`src/hw/rtl/mlfd_pkg.sv`:
```
// shared constants and lookup functions of the meter display frame decoder
`timescale 1ns / 1ps

package mlfd_pkg;

    localparam int FRAME_BYTES = 35;
    localparam int DIGIT_COUNT = 6;
    localparam int STORE_DEPTH = FRAME_BYTES - 1;
    localparam int POS_W       = $clog2(FRAME_BYTES);
    localparam int ADDR_W      = $clog2(STORE_DEPTH);

    // first nibble of the digit field in the store, two nibbles per digit
    localparam int DIGIT_BASE  = 6;
    localparam int WALK_READS  = 2 * DIGIT_COUNT;
    localparam int WALK_W      = $clog2(WALK_READS);

    // character codes of the display string
    localparam logic [3:0] CH_DOT    = 4'd10;
    localparam logic [3:0] CH_MINUS  = 4'd11;
    localparam logic [3:0] CH_LETTER = 4'd12;
    localparam logic [3:0] SEG_NONE  = 4'd15;

    // unit codes
    localparam logic [2:0] UNIT_V   = 3'd0;
    localparam logic [2:0] UNIT_HZ  = 3'd1;
    localparam logic [2:0] UNIT_OHM = 3'd2;
    localparam logic [2:0] UNIT_F   = 3'd3;
    localparam logic [2:0] UNIT_A   = 3'd4;
    localparam logic [2:0] UNIT_DBM = 3'd5;
    localparam logic [2:0] UNIT_PCT = 3'd6;

    // coupling codes
    localparam logic [1:0] COUP_NONE  = 2'd0;
    localparam logic [1:0] COUP_DC    = 2'd1;
    localparam logic [1:0] COUP_AC    = 2'd2;
    localparam logic [1:0] COUP_ACDC  = 2'd3;

    // modifier codes
    localparam logic [2:0] MOD_NONE  = 3'd0;
    localparam logic [2:0] MOD_MIN   = 3'd1;
    localparam logic [2:0] MOD_MAX   = 3'd2;
    localparam logic [2:0] MOD_PP    = 3'd3;
    localparam logic [2:0] MOD_DELTA = 3'd4;

    localparam logic [2:0] UNIT_OF_SWITCH [9] = '{
        UNIT_V, UNIT_V, UNIT_V, UNIT_HZ, UNIT_V, UNIT_OHM, UNIT_F, UNIT_A, UNIT_A
    };

    localparam int OUT_DATA_W = 40;

    // segment pattern to table index, SEG_NONE when unknown
    function automatic logic [3:0] seg_lookup(input logic [6:0] s);
        logic [3:0] k;
        case (s)
            7'h7D:   k = 4'd0;
            7'h05:   k = 4'd1;
            7'h5B:   k = 4'd2;
            7'h1F:   k = 4'd3;
            7'h27:   k = 4'd4;
            7'h3E:   k = 4'd5;
            7'h7E:   k = 4'd6;
            7'h15:   k = 4'd7;
            7'h7F:   k = 4'd8;
            7'h3F:   k = 4'd9;
            7'h7A:   k = 4'd10;
            7'h68:   k = 4'd11;
            7'h46:   k = 4'd12;
            7'h42:   k = 4'd13;
            7'h02:   k = 4'd14;
            default: k = SEG_NONE;
        endcase
        return k;
    endfunction

    // position of the highest set bit plus one, zero for zero
    function automatic logic [2:0] bit_pos(input logic [3:0] v);
        logic [2:0] p;
        if (v[3]) begin
            p = 3'd4;
        end else if (v[2]) begin
            p = 3'd3;
        end else if (v[1]) begin
            p = 3'd2;
        end else if (v[0]) begin
            p = 3'd1;
        end else begin
            p = 3'd0;
        end
        return p;
    endfunction

endpackage

```
`src/hw/rtl/meter_lcd_frame_decoder_unit.sv`:
```
// top level of the meter display frame decoder
`timescale 1ns / 1ps

// Decodes one 35-byte display frame of a multimeter optical link. Bytes are
// taken one per cycle on the slave side; the data nibble of each byte after the
// first goes into a 34-entry nibble memory, and the few annunciator nibbles are
// also captured as they arrive. After the last byte of a frame the input stalls
// while a sequencer reads the twelve digit nibbles from the memory, one per
// cycle with a single pause before the last read, and parses them into a signed
// mantissa and a decimal exponent. The result then goes into the output
// register once that register is free, and the input opens again. A result
// waiting on the master side does not block the bytes of the next frame, only
// the next frame's final load. A frame with any bad start or stop pattern gives
// a result with frame_ok low and all other fields zero.
module meter_lcd_frame_decoder_unit (
    input  logic        i_clk,
    input  logic        i_rst_n,
    input  logic        i_s_axis_tvalid,
    output logic        o_s_axis_tready,
    input  logic [7:0]  i_s_axis_tdata,   // raw_byte
    output logic        o_m_axis_tvalid,
    input  logic        i_m_axis_tready,
    // frame_ok, mantissa[20:0], decimal_exponent[5:0], has_letters, unit_code[2:0],
    // coupling[1:0], modifier[2:0], auto_range, hold, zero pad
    output logic [mlfd_pkg::OUT_DATA_W-1:0] o_m_axis_tdata
);

    typedef enum logic [1:0] {
        S_RECV,
        S_WALK,
        S_DONE
    } t_state;

    typedef struct packed {
        logic        first;
        logic        neg;
        logic        dot;
        logic        stop;
        logic [19:0] mant;
        logic [2:0]  frac;
    } t_parse;

    function automatic t_parse parse_step(input t_parse st, input logic vld,
                                          input logic [3:0] code);
        t_parse    r;
        logic [23:0] prod;
        r    = st;
        prod = ({4'b0, st.mant} << 3) + ({4'b0, st.mant} << 1) + {20'b0, code};
        if (vld) begin
            if (st.first && code == mlfd_pkg::CH_MINUS) begin
                r.first = 1'b0;
                r.neg   = 1'b1;
            end else begin
                r.first = 1'b0;
                if (!st.stop) begin
                    if (code <= 4'd9) begin
                        r.mant = prod[19:0];
                        if (st.dot) begin
                            r.frac = st.frac + 3'd1;
                        end
                    end else if (code == mlfd_pkg::CH_DOT && !st.dot) begin
                        r.dot = 1'b1;
                    end else begin
                        r.stop = 1'b1;
                    end
                end
            end
        end
        return r;
    endfunction

    t_state r_state;
    logic [mlfd_pkg::POS_W-1:0]  r_pos;
    logic                        r_bad;
    logic                        r_res_bad;
    logic [mlfd_pkg::WALK_W-1:0] r_cnt;
    logic                        r_rd_vld;
    logic [mlfd_pkg::WALK_W-1:0] r_rd_idx;
    logic [3:0]                  r_rd_data;
    logic [3:0]                  r_hi;
    logic [3:0]                  r_mem [mlfd_pkg::STORE_DEPTH];
    t_parse                      r_parse;
    t_parse                      n_parse;
    logic                        r_letters;
    logic [7:0]                  r_sw;
    logic [7:0]                  r_f1;
    logic [7:0]                  r_f2;
    logic [3:0]                  r_f15_lo;
    logic [3:0]                  r_f16_hi;
    logic                        r_m_tvalid;
    logic [mlfd_pkg::OUT_DATA_W-1:0] r_m_tdata;

    logic                        s_acc;
    logic                        byte_bad;
    logic                        last_byte;
    logic                        wr_en;
    logic [mlfd_pkg::ADDR_W-1:0] wr_addr;
    logic [mlfd_pkg::ADDR_W-1:0] rd_addr;
    logic                        walk_rd;
    logic                        walk_end;

    logic [7:0]  digit;
    logic        digit0;
    logic        a_vld;
    logic [3:0]  a_code;
    logic [3:0]  seg_k;
    logic        b_vld;
    logic [3:0]  b_code;
    logic        letter_hit;

    logic [7:0]  sw;
    logic [3:0]  sp;
    logic [2:0]  unit;
    logic [1:0]  coup;
    logic [2:0]  modif;
    logic        dbm;
    logic        pct;
    logic [5:0]  expo;
    logic [20:0] mant_s;
    logic        load_out;
    logic [mlfd_pkg::OUT_DATA_W-1:0] res_data;

    assign o_s_axis_tready = (r_state == S_RECV);
    assign o_m_axis_tvalid = r_m_tvalid;
    assign o_m_axis_tdata  = r_m_tdata;

    assign s_acc     = i_s_axis_tvalid && o_s_axis_tready;
    assign byte_bad  = (i_s_axis_tdata[1:0] != 2'b01) || (i_s_axis_tdata[7:6] != 2'b11);
    assign last_byte = (r_pos == mlfd_pkg::POS_W'(mlfd_pkg::FRAME_BYTES - 1));
    assign wr_en     = s_acc && (r_pos != '0);
    assign wr_addr   = mlfd_pkg::ADDR_W'(r_pos - mlfd_pkg::POS_W'(1));
    assign walk_rd   = (r_state == S_WALK) &&
                       (r_cnt != mlfd_pkg::WALK_W'(mlfd_pkg::WALK_READS - 1) || !r_rd_vld)
                       && !(r_rd_vld && r_rd_idx == mlfd_pkg::WALK_W'(mlfd_pkg::WALK_READS - 1));
    assign rd_addr   = mlfd_pkg::ADDR_W'(mlfd_pkg::DIGIT_BASE) +
                       mlfd_pkg::ADDR_W'(r_cnt);
    assign walk_end  = r_rd_vld && r_rd_idx == mlfd_pkg::WALK_W'(mlfd_pkg::WALK_READS - 1);

    // nibble memory of the frame, read back for the digit field
    always_ff @(posedge i_clk) begin
        if (wr_en) begin
            r_mem[wr_addr] <= i_s_axis_tdata[5:2];
        end
        r_rd_data <= r_mem[rd_addr];
    end

    // one digit: optional point or sign code, then the segment character
    always_comb begin
        digit      = {r_hi, r_rd_data};
        digit0     = (r_rd_idx[mlfd_pkg::WALK_W-1:1] == '0);
        a_vld      = digit[7];
        a_code     = digit0 ? mlfd_pkg::CH_MINUS : mlfd_pkg::CH_DOT;
        seg_k      = mlfd_pkg::seg_lookup(digit[6:0]);
        b_vld      = (digit[6:0] != 7'd0) && (seg_k != mlfd_pkg::SEG_NONE);
        if (seg_k <= 4'd9) begin
            b_code = seg_k;
        end else if (seg_k == 4'd14) begin
            b_code = mlfd_pkg::CH_MINUS;
        end else begin
            b_code = mlfd_pkg::CH_LETTER;
        end
        letter_hit = b_vld && (seg_k >= 4'd10);
        n_parse    = parse_step(parse_step(r_parse, a_vld, a_code), b_vld, b_code);
    end

    // result fields
    always_comb begin
        sw  = ~r_sw;
        dbm = r_f1[0];
        pct = r_f15_lo[3];
        if (sw == 8'd0) begin
            sp = 4'd0;
        end else if (sw[7:4] != 4'd0) begin
            sp = 4'd5 - {1'b0, mlfd_pkg::bit_pos(sw[7:4])};
        end else begin
            sp = 4'd4 + {1'b0, mlfd_pkg::bit_pos(sw[3:0])};
        end
        if (dbm) begin
            unit = mlfd_pkg::UNIT_DBM;
        end else if (pct) begin
            unit = mlfd_pkg::UNIT_PCT;
        end else if (sp < 4'd9) begin
            unit = mlfd_pkg::UNIT_OF_SWITCH[sp];
        end else begin
            unit = mlfd_pkg::UNIT_V;
        end

        if (r_f2[3] && r_f2[2]) begin
            coup = mlfd_pkg::COUP_ACDC;
        end else if (r_f2[3]) begin
            coup = mlfd_pkg::COUP_AC;
        end else if (r_f2[2]) begin
            coup = mlfd_pkg::COUP_DC;
        end else begin
            coup = mlfd_pkg::COUP_NONE;
        end

        if (r_f16_hi[3]) begin
            modif = mlfd_pkg::MOD_DELTA;
        end else if (r_f16_hi[0]) begin
            modif = mlfd_pkg::MOD_PP;
        end else if (r_f16_hi[2]) begin
            modif = mlfd_pkg::MOD_MAX;
        end else if (r_f15_lo[1]) begin
            modif = mlfd_pkg::MOD_MIN;
        end else begin
            modif = mlfd_pkg::MOD_NONE;
        end

        expo = 6'd0;
        if (!dbm && !pct) begin
            if (r_f2[6]) begin
                expo = expo - 6'd9;
            end
            if (r_f1[2]) begin
                expo = expo - 6'd6;
            end
            if (r_f1[1]) begin
                expo = expo - 6'd3;
            end
            if (r_f1[6]) begin
                expo = expo + 6'd3;
            end
            if (r_f1[7]) begin
                expo = expo + 6'd6;
            end
        end
        expo = expo - {3'd0, r_parse.frac};

        mant_s = r_parse.neg ? (21'd0 - {1'b0, r_parse.mant}) : {1'b0, r_parse.mant};

        if (r_res_bad) begin
            res_data = '0;
        end else begin
            res_data = {1'b0, r_f2[1], r_f2[0], modif, coup, unit, r_letters,
                        expo, mant_s, 1'b1};
        end
        load_out = (r_state == S_DONE) && (!r_m_tvalid || i_m_axis_tready);
    end

    always_ff @(posedge i_clk) begin
        if (!i_rst_n) begin
            r_state    <= S_RECV;
            r_pos      <= '0;
            r_bad      <= 1'b0;
            r_res_bad  <= 1'b0;
            r_cnt      <= '0;
            r_rd_vld   <= 1'b0;
            r_rd_idx   <= '0;
            r_m_tvalid <= 1'b0;
            r_parse    <= '0;
            r_letters  <= 1'b0;
        end else begin
            if (load_out) begin
                r_m_tvalid <= 1'b1;
            end else if (i_m_axis_tready) begin
                r_m_tvalid <= 1'b0;
            end
            case (r_state)
                S_RECV: begin
                    if (s_acc) begin
                        if (last_byte) begin
                            r_pos      <= '0;
                            r_bad      <= 1'b0;
                            r_res_bad  <= r_bad || byte_bad;
                            r_cnt      <= '0;
                            r_rd_vld   <= 1'b0;
                            r_parse    <= '{first: 1'b1, default: '0};
                            r_letters  <= 1'b0;
                            r_state    <= S_WALK;
                        end else begin
                            r_pos <= r_pos + mlfd_pkg::POS_W'(1);
                            r_bad <= r_bad || byte_bad;
                        end
                    end
                end
                S_WALK: begin
                    r_rd_vld <= walk_rd;
                    r_rd_idx <= r_cnt;
                    if (walk_rd) begin
                        r_cnt <= r_cnt + mlfd_pkg::WALK_W'(1);
                    end
                    if (r_rd_vld && r_rd_idx[0]) begin
                        r_parse <= n_parse;
                        if (letter_hit) begin
                            r_letters <= 1'b1;
                        end
                    end
                    if (walk_end) begin
                        r_state  <= S_DONE;
                    end
                end
                S_DONE: begin
                    if (load_out) begin
                        r_state <= S_RECV;
                    end
                end
                default: begin
                    r_state <= S_RECV;
                end
            endcase
        end
    end

    // payload registers: high digit nibble, annunciator nibbles, result
    always_ff @(posedge i_clk) begin
        if (r_rd_vld && !r_rd_idx[0]) begin
            r_hi <= r_rd_data;
        end
        if (wr_en) begin
            case (wr_addr)
                mlfd_pkg::ADDR_W'(0):  r_sw[7:4]  <= i_s_axis_tdata[5:2];
                mlfd_pkg::ADDR_W'(1):  r_sw[3:0]  <= i_s_axis_tdata[5:2];
                mlfd_pkg::ADDR_W'(2):  r_f1[7:4]  <= i_s_axis_tdata[5:2];
                mlfd_pkg::ADDR_W'(3):  r_f1[3:0]  <= i_s_axis_tdata[5:2];
                mlfd_pkg::ADDR_W'(4):  r_f2[7:4]  <= i_s_axis_tdata[5:2];
                mlfd_pkg::ADDR_W'(5):  r_f2[3:0]  <= i_s_axis_tdata[5:2];
                mlfd_pkg::ADDR_W'(31): r_f15_lo   <= i_s_axis_tdata[5:2];
                mlfd_pkg::ADDR_W'(32): r_f16_hi   <= i_s_axis_tdata[5:2];
                default: ;
            endcase
        end
        if (load_out) begin
            r_m_tdata <= res_data;
        end
    end

endmodule
```
`config.mk`:
```
export PLATFORM = sky130hd
export DESIGN_NAME = meter_lcd_frame_decoder_unit
export DESIGN_NICKNAME = d
export VERILOG_FILES = /design/src/hw/rtl/mlfd_pkg.sv /design/src/hw/rtl/meter_lcd_frame_decoder_unit.sv
export SDC_FILE = /design/constraint.sdc
export NUM_CORES = 1
export LEC_CHECK = 0
export BUFFER_PORTS_ARGS = -buffer_cell sky130_fd_sc_hd__clkbuf_2
export CAP_MARGIN = 20
export CORE_MARGIN = 5
export CORE_UTILIZATION = 30
export CTS_BUF_LIST = sky130_fd_sc_hd__clkbuf_4
export DETAILED_ROUTE_END_ITERATION = 8
export HOLD_SLACK_MARGIN = 0.15
export PLACE_DENSITY = 0.53
export SETUP_SLACK_MARGIN = 0.02
export SLEW_MARGIN = 5
export SYNTH_ARGS = -nofsm -noshare
export SYNTH_HDL_FRONTEND = slang
export SYNTH_SLANG_ARGS = --single-unit
```
`constraint.sdc`:
```
create_clock -name i_clk -period 5.34 [get_ports i_clk]
set_input_delay 0.534 -clock i_clk [delete_from_list [all_inputs] [get_ports i_clk]]
set_output_delay 0.534 -clock i_clk [all_outputs]
set_load 0.05 [all_outputs]
```
==> metrics.yaml <==
status:
  status: "finished clean"
finish:
  final_cells: 1625
  area_growth_pct: 14.2
  drive_gt1_frac: 0.214
  fillCellCount: 3939
  finalNetCount: 1122
global_routing:
  track_usage: 0.117
  use_met3: 0.0269
  antenna_found_initial: 1
  grt_use_met2: 0.182
  grt-ovfl-total: 0
  grt-busiest-layer: "met2"
  grt_first_pass_wirelength_mm: 41.9
  grt_max_degree: 40
  grt_util_met1: 0.160
  grt_pass1_vias: 7833
flow_run:
  drv_cap: 0
detailed_routing:
  vias_per_cell: 4.78
  drt-pass1-iter-count: 5
  num_vias: 7772
  drc: 0
  drtIter0Drc: 584
  ant_nets: 0
  wl_per_cell_um: 15.8
  wl_mm: 25.7
clock_network:
  clk_pin_slew_ns: 0.07
  cts_buffers: 69
  cts_tree: "yes"
  cts_buffer_depth: 3
  cts.repair.resized: 0
  clkLatencyLatePin_ns: 0.68
  root_buffer: "clkbuf_4"
  cts.sinks: 246
  postCtsHoldBufs: 0
  htree_levels: 3
  cts_setup_buffers: 0
worst_setup_path:
  cpPeakStageDelay_ns: 0.55
  arrival_ns: 5.00
  crit_chain: "and4_1 > a32oi_1 > o21ai_0 > nor3_1 > nand2_1 > nand2_1 > fa_1 > fa_1 > a211oi_1 > o21ai_0 > a31oi_1 > o311a_1 > nor2b_1 > xnor2_1 > a22o_1"
  critPathRequiredTime_ns: 5.90
  startpoint_type: "register"
  crit_type: "reg2reg"
  cp-end-kind: "register"
  slowest_stage: "edfxtp_1"
  crit_fanout: 12
floorplan:
  dieArea_um2: 44300
  floorplan.initialDensity: 0.304
  die_y_um: 211
  core_area_um2: 39700
  die_w_um: 211
  row_count: 73
  ios: 54
logic_synthesis:
  synth_commonest_cells: "edfxtp_1, nor2_1, ha_1"
  synth.ff_latch_count: 246
  syn-num-nets: 1034
  synth.distinct_cells: 74
  synth_flop_cell: "edfxtp_1"
  yosys.area.top_type: "edfxtp_1"
  synth_cells: 960
  yosysWarnings: 0
  yosysTopAreaCellShare: 0.483
  syn_area_per_cell_um2: 12.6
  synth_area_um2: 12100
  synthTopCellsByArea: "edfxtp_1, dfxtp_1, mux4_2"
  async_flop_share: 0
  yosysMostFrequentCell: "edfxtp_1"
  synth_edf_count: 194
  ys_seq_area_frac: 0.569
placement:
  post-place-ws_ns: 0.938
  gp_congestion: 0.815
  numPortBuffers: 52
  dp_cells: 1502
  dp_hpwl_mm: 17.8
power:
  peakVddDrop_mv: 0.155
  p_leak_nw: 4.91
  pwr_density_cell_nw_per_um2: 289
sta:
  final_hold_viol_count: 0
  period_share: 0.831
  setup_tns_ns: 0
  clock-skew-final_ns: 0.0589
  fmax_mhz: 225
  slew_viol_final: 0
  grt_setup_unrepaired: "no"
  setup_violations: 0
  setup_slack_ns: 0.903
  fin_crit_ns: 4.44
  worst_slew_pin_slew_ns: 1.06
  slew_headroom: 0.295
min_path:
  min_path_type: "in2reg"
-- worst paths after layout --
check | slack (ns) | start | cells past startpoint | endpoint
max reg2reg | 0.90 | r_hi[1] | 15 | r_parse[19]
min | 0.35 | i_s_axis_tdata[0] | 4 | r_bad
min reg2reg | 0.47 | r_parse[23] | 2 | r_parse[23]
max | 0.90 | r_hi[1] | 15 | r_parse[19]
-- kinds of logic after synthesis --
family          after synthesis  share of synthesized area
simple gates                289                      0.116
flops                       246                      0.569
compound gates              183                      0.102
buf+inv                      75                     0.0271
fa+ha+maj                    62                     0.0662
xor+xnor                     53                     0.0385
mux                          51                     0.0807
other cells                   1                   0.000311
-- sequential cells by signal (all words and copies together) (netlist names), 2 cells and up --
| name | count |
|---|---|
| r_rd_data | 4 |
| r_sw | 8 |
| r_state | 2 |
| r_parse | 27 |
| r_mem | 128 |
| r_f15_lo | 2 |
| r_cnt | 4 |
| o_m_axis_tdata | 39 |
| r_rd_idx | 4 |
| r_f2 | 5 |
| r_f16_hi | 3 |
| r_f1 | 5 |
| r_pos | 6 |
| r_hi | 4 |
-- layout make-up --
class                   instances  area [um^2]  area share
diodes                          2         5.00    0.000363
repair buffers                 56          290      0.0211
flip-flops and latches        246         6870       0.499
clock inverters                17          154      0.0112
well taps                     525          657      0.0477
inverters                      36          135     0.00981
clock buffers                 104          781      0.0567
multi-input cells             639         4890       0.355
-- metal layers --
metal / routed length (um) / share of wire / vias to the layer above
met5: 0 / 0 / -
met4: 461 / 0.018 / 0
met3: 1120 / 0.044 / 33
met2: 11700 / 0.45 / 160
met1: 12500 / 0.49 / 3738
li1: - / - / 3841
-- worst max-delay path, delay by kind of cell, from the launching register on --
| family | cells | cell delay (ns) |
|---|---|---|
| AOI/OAI and AO/OA | 7 | 1.61 |
| and+or+nand+nor | 5 | 1.14 |
| adders and majority gates | 2 | 0.96 |
| DFF | 1 | 0.55 |
| xor gates and xnor gates | 1 | 0.07 |
-- through the flow --
stage,instance area (um^2),hold slack (ns),util,power (mW)
4_1_cts,13800,0.261,0.347,4.04
5_1_grt,13800,0.292,0.347,4.16
3_5_place_dp,12800,0.464,0.323,2.20
2_1_floorplan,12100,0.406,-,2.16
6_report,13800,0.348,0.347,3.98
3_3_place_gp,12800,0.452,0.323,2.20
-- cells in the final DEF, fill, tap and decap left out, types with 6 or more instances in the layout --
master / synthesis / layout
xor2_1: 24 / 24
mux2_2: 10 / 10
nand3_1: 15 / 15
clkbuf_4: 0 / 104
a21o_1: 7 / 7
xnor2_1: 29 / 29
inv_1: 35 / 35
a211oi_1: 7 / 7
a21oi_1: 54 / 54
mux4_2: 36 / 36
or2_2: 7 / 7
ha_1: 59 / 59
a31oi_1: 6 / 6
a22o_1: 21 / 21
and2_1: 9 / 9
nor3_1: 19 / 19
clkinv_1: 1 / 10
nand4_1: 10 / 10
nor2b_1: 18 / 17
nor2_1: 110 / 110
edfxtp_1: 194 / 194
o22ai_1: 10 / 10
nand2_1: 56 / 56
o21ai_0: 29 / 29
clkbuf_2: 0 / 52
nand2b_1: 11 / 11
dfxtp_1: 52 / 51
-- power breakdown --
group,switching [mW],internal (mW)
sequential,0.00693,2.06
combinational,0.0691,0.0213
clock,0.780,1.03
(Power assumes the default switching activity.)
